<file path="config.mk">
export PLATFORM = sky130hd
export DESIGN_NAME = lamp_mode_and_led_fader
export DESIGN_NICKNAME = d
export VERILOG_FILES = /design/src/hdl/lmf_pkg.sv /design/src/hdl/lamp_mode_and_led_fader.sv /design/src/hdl/lmf_queue.sv /design/src/hdl/lmf_front.sv /design/src/hdl/lmf_back.sv
export VERILOG_INCLUDE_DIRS = /design/src /design/src/hdl
export SDC_FILE = /design/constraint.sdc
export NUM_CORES = 1
export LEC_CHECK = 0
export BUFFER_PORTS_ARGS = -buffer_cell sky130_fd_sc_hd__buf_2
export CORE_MARGIN = 5
export CORE_UTILIZATION = 56
export CTS_CLUSTER_DIAMETER = 30
export DETAILED_ROUTE_END_ITERATION = 12
export GPL_ROUTABILITY_DRIVEN = 1
export PLACE_DENSITY_LB_ADDON = 0.3
export SYNTH_ARGS = -nofsm -noshare
export SYNTH_HDL_FRONTEND = slang
export SYNTH_SLANG_ARGS = --single-unit
</file>
<file path="constraint.sdc">
create_clock -name clk -period 7.5 [get_ports clk]
set_input_delay 0.75 -clock clk [delete_from_list [all_inputs] [get_ports clk]]
set_output_delay 0.75 -clock clk [all_outputs]
set_load 0.01 [all_outputs]
</file>
<file path="src/hdl/assert_macros.svh">
// Assertion macros shared by the fader RTL
`ifndef ASSERT_MACROS_SVH
`define ASSERT_MACROS_SVH

// Check a condition at every clock edge outside reset
`define ASSERT_ALWAYS(label, cond, msg) \
	label: assert property (@(posedge clk) disable iff (!arst_n) (cond)) else $error(msg);

// Check that a condition implies another in the same cycle
`define ASSERT_IMPLY(label, ante, cons, msg) \
	label: assert property (@(posedge clk) disable iff (!arst_n) (ante) |-> (cons)) else $error(msg);

// Check that a condition implies another in the next cycle
`define ASSERT_NEXT(label, ante, cons, msg) \
	label: assert property (@(posedge clk) disable iff (!arst_n) (ante) |=> (cons)) else $error(msg);

`endif

</file>
<file path="src/hdl/lmf_pkg.sv">
// Types, codes, constants and helpers of the lamp mode and LED fader
package lmf_pkg;

	// Switch event codes
	localparam logic [1:0] SW_OFF = 2'd1;
	localparam logic [1:0] SW_ON  = 2'd2;

	// Command codes
	localparam logic [2:0] KIND_NONE    = 3'd0;
	localparam logic [2:0] KIND_ON      = 3'd1;
	localparam logic [2:0] KIND_OFF     = 3'd2;
	localparam logic [2:0] KIND_SET_ON  = 3'd3;
	localparam logic [2:0] KIND_SET_OFF = 3'd4;

	// Target chain codes
	localparam logic [1:0] SEL_OFF = 2'd0;
	localparam logic [1:0] SEL_ON  = 2'd1;
	localparam logic [1:0] SEL_AP  = 2'd2;
	localparam logic [1:0] SEL_STA = 2'd3;

	// Register indexes
	localparam logic [1:0] REG_FADE_AMT     = 2'd0;
	localparam logic [1:0] REG_PRESS_WINDOW = 2'd1;
	localparam logic [1:0] REG_AP_TIMEOUT   = 2'd2;

	// Register reset values
	localparam logic [7:0]  FADE_AMT_RST     = 8'd5;
	localparam logic [15:0] PRESS_WINDOW_RST = 16'd150;
	localparam logic [19:0] AP_TIMEOUT_RST   = 20'd15000;

	// Press counting and tick counter limits
	localparam logic [7:0]  PRESS_MOD     = 8'd250;
	localparam logic [7:0]  PRESS_TRIGGER = 8'd3;
	localparam logic [15:0] PRESS_TICK_MAX = 16'hFFFF;
	localparam logic [19:0] AP_TICK_MAX    = 20'hFFFFF;

	// Queue depths
	localparam int JOB_DEPTH = 2;
	localparam int OUT_DEPTH = 4;
	localparam int OUT_CNT_W = $clog2(OUT_DEPTH + 1);

	localparam int LED_INDEX_W = 6;

	typedef struct packed {
		logic [7:0] r;
		logic [7:0] g;
		logic [7:0] b;
	} rgb_t;

	typedef struct packed {
		logic active;
		rgb_t colour;
	} led_word_t;

	// Fixed chain colours and reset values of the settable on and off colours
	localparam rgb_t AP_RGB         = '{r: 8'd100, g: 8'd20,  b: 8'd20};
	localparam rgb_t STA_RGB        = '{r: 8'd20,  g: 8'd100, b: 8'd20};
	localparam rgb_t OFF_SECOND_RGB = '{r: 8'd0,   g: 8'd20,  b: 8'd20};
	localparam rgb_t ON_RGB_RST     = '{r: 8'd250, g: 8'd200, b: 8'd200};
	localparam rgb_t OFF_RGB_RST    = '{r: 8'd0,   g: 8'd0,   b: 8'd20};

	// One tick of work, handed from the front to the back
	typedef struct packed {
		logic [1:0] sel;
		rgb_t       on_colour;
		rgb_t       off_colour;
		logic       start_ap;
		logic       stop_ap;
		logic       lamp_on;
	} job_t;

	// One result beat
	typedef struct packed {
		logic                   led_valid;
		logic [LED_INDEX_W-1:0] led_index;
		rgb_t                   colour;
		logic                   led_active;
		logic                   start_ap;
		logic                   stop_ap;
		logic                   lamp_on;
		logic                   last;
	} result_t;

	// Target colour and active flag of one LED in the chosen chain
	function automatic led_word_t target_word(input logic [1:0] sel, input logic first,
			input logic second, input rgb_t on_c, input rgb_t off_c);
		led_word_t w;
		w.active = 1'b1;
		w.colour = '0;
		case (sel)
			SEL_ON:  w.colour = on_c;
			SEL_AP:  w.colour = AP_RGB;
			SEL_STA: w.colour = STA_RGB;
			default: begin
				if (first) begin
					w.colour = off_c;
				end else if (second) begin
					w.colour = OFF_SECOND_RGB;
				end else begin
					w.active = 1'b0;
				end
			end
		endcase
		return w;
	endfunction

endpackage

</file>
<file path="src/hdl/lamp_mode_and_led_fader.sv">
// Top level of the lamp mode logic and LED fader
//
// Use: every loop tick is pushed as one beat on the input queue (push/full)
// with the switch event, command, colour and wifi status. Results come out of
// the result queue (empty/pop): while the LED chain still differs from the
// target chain, a tick gives NUM_LEDS beats, one per LED in index order,
// otherwise one status beat. The beat with last set closes a tick.
// The front end takes a tick per cycle while its two-entry job queue has room.
// The back end walks the LED store one entry per cycle through a single read
// port, holding its update walk while the result queue has no room: a status
// tick takes one compare pass and a status beat, a fading tick a compare pass
// and an update pass. A status beat is pushed from the status state after the
// compare pass; LED beats follow the registered reads of the update pass.
// If the receiver stops popping, the four-entry result queue fills, the back
// end holds its walk, the job queue fills and full rises.
// Reset clears the mode state, the queues and the written flags of the LED
// store, so every LED reads black and inactive; no clearing pass is needed.
// Registers sit on an APB-style port: the fade step at 0x0, press_window at 0x4,
// ap_timeout at 0x8; write them only while the block is idle.
module lamp_mode_and_led_fader #(
	parameter int NUM_LEDS = 8
) (
	input  logic        clk,
	input  logic        arst_n,
	input  logic        psel,
	input  logic        penable,
	input  logic        pwrite,
	input  logic [3:0]  paddr,
	input  logic [31:0] pwdata,
	output logic [31:0] prdata,
	output logic        pready,
	input  logic        push,
	output logic        full,
	input  logic [1:0]  switch_event,
	input  logic [2:0]  kind,
	input  logic [7:0]  cmd_red,
	input  logic [7:0]  cmd_green,
	input  logic [7:0]  cmd_blue,
	input  logic        wifi_ap,
	input  logic        wifi_sta,
	output logic        empty,
	input  logic        pop,
	output logic        led_valid,
	output logic [5:0]  led_index,
	output logic [7:0]  red,
	output logic [7:0]  green,
	output logic [7:0]  blue,
	output logic        led_active,
	output logic        start_ap,
	output logic        stop_ap,
	output logic        lamp_on,
	output logic        last
);

	localparam int JOB_CW = $clog2(lmf_pkg::JOB_DEPTH + 1);

	logic [7:0]                    fade_amt_q;
	logic [15:0]                   press_window_q;
	logic [19:0]                   ap_timeout_q;
	logic                          cfg_wr;

	logic                          job_push;
	lmf_pkg::job_t                 job_wr;
	logic                          job_full;
	logic                          job_empty;
	logic                          job_pop;
	lmf_pkg::job_t                 job_rd;
	logic [JOB_CW-1:0]             job_count;

	logic                          res_push;
	lmf_pkg::result_t              res_wr;
	lmf_pkg::result_t              res_rd;
	logic                          res_full;
	logic [lmf_pkg::OUT_CNT_W-1:0] res_count;

	assign pready = 1'b1;
	assign cfg_wr = psel && penable && pwrite && pready;

	// Register writes
	always_ff @(posedge clk or negedge arst_n) begin
		if (!arst_n) begin
			fade_amt_q     <= lmf_pkg::FADE_AMT_RST;
			press_window_q <= lmf_pkg::PRESS_WINDOW_RST;
			ap_timeout_q   <= lmf_pkg::AP_TIMEOUT_RST;
		end else if (cfg_wr) begin
			case (paddr[3:2])
				lmf_pkg::REG_FADE_AMT:     fade_amt_q     <= pwdata[7:0];
				lmf_pkg::REG_PRESS_WINDOW: press_window_q <= pwdata[15:0];
				lmf_pkg::REG_AP_TIMEOUT:   ap_timeout_q   <= pwdata[19:0];
				default: begin
				end
			endcase
		end
	end

	// Register reads
	always_comb begin
		case (paddr[3:2])
			lmf_pkg::REG_FADE_AMT:     prdata = {24'd0, fade_amt_q};
			lmf_pkg::REG_PRESS_WINDOW: prdata = {16'd0, press_window_q};
			lmf_pkg::REG_AP_TIMEOUT:   prdata = {12'd0, ap_timeout_q};
			default:                   prdata = '0;
		endcase
	end

	lmf_front u_front (
		.clk          (clk),
		.arst_n       (arst_n),
		.press_window (press_window_q),
		.ap_timeout   (ap_timeout_q),
		.push         (push),
		.full         (full),
		.switch_event (switch_event),
		.kind         (kind),
		.cmd_red      (cmd_red),
		.cmd_green    (cmd_green),
		.cmd_blue     (cmd_blue),
		.wifi_ap      (wifi_ap),
		.wifi_sta     (wifi_sta),
		.job_push     (job_push),
		.job          (job_wr),
		.job_full     (job_full)
	);

	lmf_queue #(
		.WIDTH ($bits(lmf_pkg::job_t)),
		.DEPTH (lmf_pkg::JOB_DEPTH)
	) u_job_queue (
		.clk    (clk),
		.arst_n (arst_n),
		.push   (job_push),
		.wdata  (job_wr),
		.full   (job_full),
		.pop    (job_pop),
		.rdata  (job_rd),
		.empty  (job_empty),
		.count  (job_count)
	);

	lmf_back #(
		.NUM_LEDS (NUM_LEDS)
	) u_back (
		.clk       (clk),
		.arst_n    (arst_n),
		.fade_amt  (fade_amt_q),
		.job_empty (job_empty),
		.job_in    (job_rd),
		.job_pop   (job_pop),
		.res_push  (res_push),
		.res       (res_wr),
		.out_count (res_count)
	);

	lmf_queue #(
		.WIDTH ($bits(lmf_pkg::result_t)),
		.DEPTH (lmf_pkg::OUT_DEPTH)
	) u_res_queue (
		.clk    (clk),
		.arst_n (arst_n),
		.push   (res_push),
		.wdata  (res_wr),
		.full   (res_full),
		.pop    (pop),
		.rdata  (res_rd),
		.empty  (empty),
		.count  (res_count)
	);

	// Unpack the oldest result onto the ports
	assign led_valid  = res_rd.led_valid;
	assign led_index  = res_rd.led_index;
	assign red        = res_rd.colour.r;
	assign green      = res_rd.colour.g;
	assign blue       = res_rd.colour.b;
	assign led_active = res_rd.led_active;
	assign start_ap   = res_rd.start_ap;
	assign stop_ap    = res_rd.stop_ap;
	assign lamp_on    = res_rd.lamp_on;
	assign last       = res_rd.last;

	`include "assert_macros.svh"
	`ASSERT_IMPLY(a_job_count_full, job_full, job_count == JOB_CW'(lmf_pkg::JOB_DEPTH), "job full flag wrong")
	`ASSERT_IMPLY(a_res_full_no_push, res_full, !res_push, "result pushed while queue full")

endmodule

</file>
<file path="src/hdl/lmf_queue.sv">
// Small first-in first-out queue built from registers
`include "assert_macros.svh"

module lmf_queue #(
	parameter int WIDTH = 8,
	parameter int DEPTH = 2
) (
	input  logic                       clk,
	input  logic                       arst_n,
	input  logic                       push,
	input  logic [WIDTH-1:0]           wdata,
	output logic                       full,
	input  logic                       pop,
	output logic [WIDTH-1:0]           rdata,
	output logic                       empty,
	output logic [$clog2(DEPTH+1)-1:0] count
);

	localparam int PW = (DEPTH > 1) ? $clog2(DEPTH) : 1;
	localparam int CW = $clog2(DEPTH + 1);

	logic [WIDTH-1:0] slot_q [DEPTH];
	logic [PW-1:0]    wr_ptr_q;
	logic [PW-1:0]    rd_ptr_q;
	logic [CW-1:0]    count_q;
	logic             do_push;
	logic             do_pop;

	assign full    = (count_q == CW'(DEPTH));
	assign empty   = (count_q == '0);
	assign count   = count_q;
	assign rdata   = slot_q[rd_ptr_q];
	assign do_push = push && !full;
	assign do_pop  = pop && !empty;

	// Store the incoming beat
	always_ff @(posedge clk) begin
		if (do_push) begin
			slot_q[wr_ptr_q] <= wdata;
		end
	end

	// Advance pointers and fill count
	always_ff @(posedge clk or negedge arst_n) begin
		if (!arst_n) begin
			wr_ptr_q <= '0;
			rd_ptr_q <= '0;
			count_q  <= '0;
		end else begin
			if (do_push) begin
				wr_ptr_q <= (wr_ptr_q == PW'(DEPTH - 1)) ? '0 : wr_ptr_q + 1'b1;
			end
			if (do_pop) begin
				rd_ptr_q <= (rd_ptr_q == PW'(DEPTH - 1)) ? '0 : rd_ptr_q + 1'b1;
			end
			if (do_push && !do_pop) begin
				count_q <= count_q + 1'b1;
			end else if (do_pop && !do_push) begin
				count_q <= count_q - 1'b1;
			end
		end
	end

	`ASSERT_ALWAYS(a_queue_count_range, count_q <= CW'(DEPTH), "queue fill count beyond depth")
	`ASSERT_NEXT(a_queue_push_only, do_push && !do_pop, !empty, "queue empty after a lone push")

endmodule

</file>
<file path="src/hdl/lmf_front.sv">
// Front end: takes ticks, runs the lamp mode logic and issues fade jobs
`include "assert_macros.svh"

module lmf_front (
	input  logic              clk,
	input  logic              arst_n,
	input  logic [15:0]       press_window,
	input  logic [19:0]       ap_timeout,
	input  logic              push,
	output logic              full,
	input  logic [1:0]        switch_event,
	input  logic [2:0]        kind,
	input  logic [7:0]        cmd_red,
	input  logic [7:0]        cmd_green,
	input  logic [7:0]        cmd_blue,
	input  logic              wifi_ap,
	input  logic              wifi_sta,
	output logic              job_push,
	output lmf_pkg::job_t     job,
	input  logic              job_full
);

	logic              lamp_q;
	logic [1:0]        sel_q;
	lmf_pkg::rgb_t     on_colour_q;
	lmf_pkg::rgb_t     off_colour_q;
	logic [7:0]        press_count_q;
	logic [15:0]       ticks_press_q;
	logic [19:0]       ticks_ap_q;

	logic              lamp_n;
	logic [1:0]        sel_n;
	lmf_pkg::rgb_t     on_n;
	lmf_pkg::rgb_t     off_n;
	logic [7:0]        press_n;
	logic [15:0]       ticks_press_n;
	logic [19:0]       ticks_ap_n;
	logic              start_n;
	logic              stop_n;
	lmf_pkg::rgb_t     cmd_rgb;
	logic              accept;

	assign full     = job_full;
	assign accept   = push && !job_full;
	assign job_push = accept;
	assign cmd_rgb  = '{r: cmd_red, g: cmd_green, b: cmd_blue};

	// Work out the mode state after this tick
	always_comb begin
		lamp_n        = lamp_q;
		sel_n         = sel_q;
		on_n          = on_colour_q;
		off_n         = off_colour_q;
		press_n       = press_count_q;
		ticks_press_n = ticks_press_q;
		ticks_ap_n    = ticks_ap_q;
		start_n       = 1'b0;

		// Physical switch
		if (switch_event == lmf_pkg::SW_OFF) begin
			lamp_n = 1'b0;
			sel_n  = lmf_pkg::SEL_OFF;
		end else if (switch_event == lmf_pkg::SW_ON) begin
			lamp_n = 1'b1;
			sel_n  = lmf_pkg::SEL_ON;
			if (ticks_press_q < press_window) begin
				press_n = (press_count_q == lmf_pkg::PRESS_MOD - 8'd1) ? 8'd0 :
					press_count_q + 8'd1;
			end else begin
				press_n = 8'd1;
			end
			ticks_press_n = '0;
			if (press_n >= lmf_pkg::PRESS_TRIGGER && !wifi_ap && !wifi_sta) begin
				start_n    = 1'b1;
				ticks_ap_n = '0;
				sel_n      = lmf_pkg::SEL_AP;
			end else if (press_n >= lmf_pkg::PRESS_TRIGGER && wifi_sta) begin
				sel_n = lmf_pkg::SEL_STA;
			end
		end

		// Command
		case (kind)
			lmf_pkg::KIND_ON: begin
				lamp_n = 1'b1;
				sel_n  = lmf_pkg::SEL_ON;
			end
			lmf_pkg::KIND_OFF: begin
				lamp_n = 1'b0;
				sel_n  = lmf_pkg::SEL_OFF;
			end
			lmf_pkg::KIND_SET_ON: begin
				on_n   = cmd_rgb;
				lamp_n = 1'b1;
				sel_n  = lmf_pkg::SEL_ON;
			end
			lmf_pkg::KIND_SET_OFF: begin
				off_n  = cmd_rgb;
				lamp_n = 1'b0;
				sel_n  = lmf_pkg::SEL_OFF;
			end
			default: begin
			end
		endcase

		// Access point idle timer
		if (wifi_ap && kind != lmf_pkg::KIND_NONE) begin
			ticks_ap_n = '0;
		end
		stop_n = wifi_ap && (ticks_ap_n > ap_timeout);
	end

	// Job for the back end
	always_comb begin
		job.sel        = sel_n;
		job.on_colour  = on_n;
		job.off_colour = off_n;
		job.start_ap   = start_n;
		job.stop_ap    = stop_n;
		job.lamp_on    = lamp_n;
	end

	// Commit the mode state on each accepted tick
	always_ff @(posedge clk or negedge arst_n) begin
		if (!arst_n) begin
			lamp_q        <= 1'b0;
			sel_q         <= lmf_pkg::SEL_OFF;
			on_colour_q   <= lmf_pkg::ON_RGB_RST;
			off_colour_q  <= lmf_pkg::OFF_RGB_RST;
			press_count_q <= '0;
			ticks_press_q <= '0;
			ticks_ap_q    <= '0;
		end else if (accept) begin
			lamp_q        <= lamp_n;
			sel_q         <= sel_n;
			on_colour_q   <= on_n;
			off_colour_q  <= off_n;
			press_count_q <= press_n;
			ticks_press_q <= (ticks_press_n == lmf_pkg::PRESS_TICK_MAX) ? ticks_press_n :
				ticks_press_n + 16'd1;
			ticks_ap_q    <= (ticks_ap_n == lmf_pkg::AP_TICK_MAX) ? ticks_ap_n :
				ticks_ap_n + 20'd1;
		end
	end

	`ASSERT_ALWAYS(a_press_count_range, press_count_q < lmf_pkg::PRESS_MOD, "press count out of range")
	`ASSERT_NEXT(a_start_clears_timer, accept && start_n, ticks_ap_q == 20'd1, "AP timer not restarted")

endmodule

</file>
<file path="src/hdl/lmf_back.sv">
// Back end: walks the LED chain, compares, fades and emits result beats
`include "assert_macros.svh"

module lmf_back #(
	parameter int NUM_LEDS = 8
) (
	input  logic                          clk,
	input  logic                          arst_n,
	input  logic [7:0]                    fade_amt,
	input  logic                          job_empty,
	input  lmf_pkg::job_t                 job_in,
	output logic                          job_pop,
	output logic                          res_push,
	output lmf_pkg::result_t              res,
	input  logic [lmf_pkg::OUT_CNT_W-1:0] out_count
);

	localparam int IW = $clog2(NUM_LEDS);
	localparam int CW = lmf_pkg::OUT_CNT_W;

	localparam logic [1:0] S_IDLE = 2'd0;
	localparam logic [1:0] S_CMP  = 2'd1;
	localparam logic [1:0] S_UPD  = 2'd2;
	localparam logic [1:0] S_STAT = 2'd3;

	logic [1:0]           state_q;
	lmf_pkg::job_t        job_q;
	logic                 differs_q;
	logic [IW-1:0]        rd_idx_q;
	logic                 rd_done_q;

	// LED store and its written flags
	lmf_pkg::led_word_t   led_mem_q [NUM_LEDS];
	logic [NUM_LEDS-1:0]  written_q;

	// Read stage
	logic                 v_s1;
	logic [IW-1:0]        idx_s1;
	lmf_pkg::led_word_t   word_s1;
	logic                 wvld_s1;

	logic                 rd_en;
	logic                 out_room_upd;
	logic                 out_room;
	logic                 last_led;
	logic                 wr_en;
	lmf_pkg::led_word_t   actual;
	lmf_pkg::led_word_t   target;
	lmf_pkg::led_word_t   faded;

	function automatic logic [7:0] move_toward(input logic [7:0] a, input logic [7:0] d,
			input logic [7:0] step);
		logic [7:0] diff;
		diff = (d > a) ? d - a : a - d;
		if (diff < step) begin
			return d;
		end
		return (d > a) ? a + step : a - step;
	endfunction

	function automatic logic [7:0] move_down(input logic [7:0] a, input logic [7:0] step);
		return (a < step) ? 8'd0 : a - step;
	endfunction

	assign out_room_upd = ((CW+1)'(out_count) + (CW+1)'(v_s1)) < (CW+1)'(lmf_pkg::OUT_DEPTH);
	assign out_room     = out_count < CW'(lmf_pkg::OUT_DEPTH);
	assign rd_en        = !rd_done_q &&
		((state_q == S_CMP) || ((state_q == S_UPD) && out_room_upd));
	assign job_pop      = (state_q == S_IDLE) && !job_empty;
	assign last_led     = (idx_s1 == IW'(NUM_LEDS - 1));
	assign wr_en        = (state_q == S_UPD) && v_s1;

	// Stored word, or zero where the LED was never written
	assign actual = wvld_s1 ? word_s1 : '0;
	assign target = lmf_pkg::target_word(job_q.sel, idx_s1 == '0, idx_s1 == IW'(1),
		job_q.on_colour, job_q.off_colour);

	// Fade one LED toward its target
	always_comb begin
		if (target.active) begin
			faded.colour.r = move_toward(actual.colour.r, target.colour.r, fade_amt);
			faded.colour.g = move_toward(actual.colour.g, target.colour.g, fade_amt);
			faded.colour.b = move_toward(actual.colour.b, target.colour.b, fade_amt);
		end else begin
			faded.colour.r = move_down(actual.colour.r, fade_amt);
			faded.colour.g = move_down(actual.colour.g, fade_amt);
			faded.colour.b = move_down(actual.colour.b, fade_amt);
		end
		faded.active = (faded.colour.r >= fade_amt) || (faded.colour.g >= fade_amt) ||
			(faded.colour.b >= fade_amt);
	end

	// Build the result beat
	always_comb begin
		res_push       = wr_en || ((state_q == S_STAT) && out_room);
		res.start_ap   = job_q.start_ap;
		res.stop_ap    = job_q.stop_ap;
		res.lamp_on    = job_q.lamp_on;
		if (state_q == S_UPD) begin
			res.led_valid  = 1'b1;
			res.led_index  = lmf_pkg::LED_INDEX_W'(idx_s1);
			res.colour     = faded.colour;
			res.led_active = faded.active;
			res.last       = last_led;
		end else begin
			res.led_valid  = 1'b0;
			res.led_index  = '0;
			res.colour     = '0;
			res.led_active = 1'b0;
			res.last       = 1'b1;
		end
	end

	// LED store: one read and one write port, registered read
	always_ff @(posedge clk) begin
		if (wr_en) begin
			led_mem_q[idx_s1] <= faded;
		end
		if (rd_en) begin
			word_s1 <= led_mem_q[rd_idx_q];
			idx_s1  <= rd_idx_q;
		end
	end

	// Mark written LEDs and register the flag alongside the read
	always_ff @(posedge clk or negedge arst_n) begin
		if (!arst_n) begin
			written_q <= '0;
			wvld_s1   <= 1'b0;
		end else begin
			if (wr_en) begin
				written_q[idx_s1] <= 1'b1;
			end
			if (rd_en) begin
				wvld_s1 <= written_q[rd_idx_q];
			end
		end
	end

	// Sequencer: compare pass, then update pass or status beat
	always_ff @(posedge clk or negedge arst_n) begin
		if (!arst_n) begin
			state_q   <= S_IDLE;
			job_q     <= '0;
			differs_q <= 1'b0;
			rd_idx_q  <= '0;
			rd_done_q <= 1'b0;
			v_s1      <= 1'b0;
		end else begin
			v_s1 <= rd_en;
			if (rd_en) begin
				rd_idx_q <= rd_idx_q + 1'b1;
				if (rd_idx_q == IW'(NUM_LEDS - 1)) begin
					rd_done_q <= 1'b1;
				end
			end
			case (state_q)
				S_IDLE: begin
					if (!job_empty) begin
						job_q     <= job_in;
						differs_q <= 1'b0;
						rd_idx_q  <= '0;
						rd_done_q <= 1'b0;
						state_q   <= S_CMP;
					end
				end
				S_CMP: begin
					if (v_s1) begin
						if (last_led) begin
							state_q   <= (differs_q || (actual != target)) ? S_UPD : S_STAT;
							rd_idx_q  <= '0;
							rd_done_q <= 1'b0;
						end else begin
							differs_q <= differs_q || (actual != target);
						end
					end
				end
				S_UPD: begin
					if (v_s1 && last_led) begin
						state_q <= S_IDLE;
					end
				end
				S_STAT: begin
					if (out_room) begin
						state_q <= S_IDLE;
					end
				end
				default: begin
					state_q <= S_IDLE;
				end
			endcase
		end
	end

	`ASSERT_IMPLY(a_out_has_room, res_push, out_count < CW'(lmf_pkg::OUT_DEPTH), "push into full")
	`ASSERT_IMPLY(a_read_stage_state, v_s1, state_q == S_CMP || state_q == S_UPD, "stray read")

endmodule
</file>
==> impl_results.md <==
* Hpwl dp at 54.8 mm
* Tightest Pin Transition at 1.10 ns
* Yosys cell types at 89
* Vias in the first global route at 23100
* Clk sinks at 686
* Met2 usage at 43.7%
* Pins over their slew limit at 0
* Cts hold-fix bufs at 0
* Slowest cell on the critical path: or3_4
* Grt ovf at 0
* Buffer count from post-CTS setup fixing at 0
* Most Crowded Layer GR: met2
* Sequential fraction of the synthesis area at 57.0%
* Total track usage at 25.3%
* Count of final setup violators at 0
* Die footprint at 0.0662 mm2
* M1 GR Usage at 33.9%
* WHS at 0.136 ns
* WL/cell at 22.4 um
* Met3 Use GR at 3.84%
* Crit path max fanout at 14
* Final period util at 94.4%
* Initial core utilization at 56.7%
* Root Driver: clkbuf_16
* Largest net degree at the start of global routing at 110
* Slew HR at 26.2%
* Initial antenna violation count at 2
* Min Clock Period, post-route at 7.08 ns
* DIE HEIGHT at 257 um
* Area growth from synthesis to layout at 17.2%
* Mean area per synthesized cell at 12.7 um2
* Vias/cell at 5.98
* Ys Warns at 0
* CP Class: reg2reg
* GPL Wtd Cong at 0.929
* Max Cap Viol at 0
* Hold crit path type: in2async
* Worst Path Arrival at 7.48 ns
* Core ar. at 0.0605 mm2
* Synthesized instance count at 2699
* Endpoint class of the critical path: register
* CTS tree: done
* Detailed Routing Iterations Pass 1 at 6
* Setup Total Neg Slack at 0 ns
* Clock Skews at 0.0362 ns
* Highest clock rate at 141 MHz
* Post-Syn Area at 0.0343 mm2
* Top_reg_cell synth: edfxtp_1
* CTS H-tree depth at 3
* Maximum clock path buffer count at 3
* Post_cts resized at 0
* Slowest stage delay, CP at 0.45 ns
* # port buffers at 114
* Number of flops mapped to enable cells by yosys at 466
* Die W at 257 um
* Final hold vios at 0
* Later-pin clock latency in the skew report at 0.67 ns
* Num rows at 90
* I/O pin total at 145
* Total Nets Final at 3180
* Routed Antenna Nets at 0
* Post-Route WL at 85.0 mm
* Worst-path clk slew at 0.06 ns
* WP data required at 7.90 ns
* Vias at 22700
* Synthesis-stage register bit count at 686
* CP startpoint kind: register
* Global-route wire length before repair at 132 mm
* Antenna diodes at 0
* Post-synth ARST share at 32.1%
* Status: finished, final reports clean
* Layout cells sized above 1 at 22.7%
* TritonCTS Buffers at 113
* Detailed-route DRC error count at 0
* First DRT Iteration DRCs at 2000
through the flow:
step | setup WS, ns | area [um2] | util (%) | cells
after floorplan | 0.344 | 34300 | - | 2713
after global placement | 0.222 | 36100 | 59.7 | 3575
after detailed placement | 0.0453 | 36100 | 59.7 | 3575
after CTS | 0.00540 | 40100 | 66.3 | 3790
after global routing | -0.0407 | 40200 | 66.4 | 3790
final | 0.419 | 40200 | 66.4 | 3790
cells in the mapped netlist, types with 22 or more instances:
cell type  number  area, um2
a21o_1         35        263
nand2_1       360       1350
mux2i_1       104       1040
ha_1          185       2310
o21ai_1        28        140
and2_1         54        338
o21ai_0       145        726
xnor2_1        44        385
nor2b_1        31        194
nand4_1        24        150
mux2_2        105       1180
clkbuf_1       78        293
nand3_1        34        170
nor2_1        104        390
nor3_1         25        125
a21oi_1        91        455
inv_1         134        503
nand2b_1       26        163
xor2_1         22        193
edfxtp_1      466      14000
dfrtp_1       193       4830
mux4_2         85       1910
dfstp_2        27        709
worst max-delay path, delay by kind of cell, from the launching register on:
family,cells,cell delay [ns]
muxes,1,0.26
AOI/OAI and AO/OA,16,3.37
adders and majority gates,3,0.88
DFF,1,0.38
buffers and inverters,5,0.88
and+or+nand+nor,4,1.03
kinds of logic (layout without fill, tap and decap cells):
| logic type | count (synthesis) | count (layout) | share of synthesized area, % |
|---|---|---|---|
| muxes | 295 | 295 | 12.1 |
| and+or+nand+nor | 721 | 721 | 9.76 |
| buffers and inverters | 262 | 557 | 3.15 |
| DFF | 686 | 686 | 57.0 |
| other | 2 | 16 | 0.0219 |
| xor gates and xnor gates | 66 | 66 | 1.69 |
| adders and majority gates | 199 | 199 | 7.55 |
| AOI/OAI and AO/OA | 468 | 468 | 8.71 |
cell type report:
type	count	area (um2)
multi-input combinational	1765	13800
tap	782	978
sequential	686	19500
inverter	135	507
fill	4188	20300
timing repair buffer	207	1280
clock buffer	130	2960
clock inverter	85	1050
flip-flops by register name (all words and copies together), names as in the netlist, 2 cells and up:
register	cells
u_res_queue.count	3
u_back.rd_idx_q	3
u_front.off_colour_q	24
u_front.press_count_q	8
u_front.on_colour_q	24
u_front.sel_q	2
u_back.written_q	8
u_back.state_q	2
u_res_queue.rd_ptr_q	2
u_back.res	3
u_front.ticks_ap_q	20
press_window_q	16
u_back.led_mem_q	200
u_back.word_s1	25
u_res_queue.slot_q	132
u_back.idx_s1	3
u_res_queue.wr_ptr_q	2
u_job_queue.count	2
fade_amt_q	8
ap_timeout_q	20
u_job_queue.slot_q	106
u_back.job_q	50
u_front.ticks_press_q	16
worst paths after layout:
kind,startpoint,endpoint,slack (ns),cells after the start
setup / recovery,u_back.idx_s1[1]$_DFFE_PP_,u_res_queue.slot_q[1][4]$_DFFE_PP_,0.42,29
setup reg to reg,u_back.idx_s1[1]$_DFFE_PP_,u_res_queue.slot_q[1][4]$_DFFE_PP_,0.42,29
max in group asynchronous,arst_n,u_back.rd_idx_q[0]$_DFF_PN0_,5.63,2
min in group clk,pwdata[16],ap_timeout_q[16]$_DFFE_PN0P_,0.30,3
hold / removal,arst_n,u_front.ticks_ap_q[12]$_DFFE_PN0P_,0.14,1
hold reg to reg,u_front.on_colour_q[19]$_DFFE_PN1P_,u_front.on_colour_q[19]$_DFFE_PN1P_,0.46,2
layout by cell type, fill, tap and decap left out, drive strengths merged, types with 14 or more instances in the layout:
cell and n:
mux4 85, nor3 27, buf 207, a22oi 14
conb 16, a22o 20, inv 162, bufinv 16
o21a 15, a211oi 14, a21oi 92, nor2 105
dfrtp 193, or2 19, mux2 106, clkbuf 130
o31ai 21, mux2i 104, nand3 34, nand4 25
dfstp 27, nand2 361, edfxtp 466, xor2 22
and2 54, nand2b 26, o21ai 173, ha 185
nor2b 31, a21o 35, xnor2 44, clkinv 33
routing by layer:
| metal | vias up | part of all wire [%] |
|---|---|---|
| li1 | 10300 | - |
| met1 | 11400 | 41 |
| met2 | 822 | 51 |
| met3 | 142 | 6.0 |
| met4 | 4 | 2.4 |
| met5 | - | 0.032 |
Power is not shown: default switching activity piles up to over one toggle a cycle in this logic, so the estimate is an artifact.
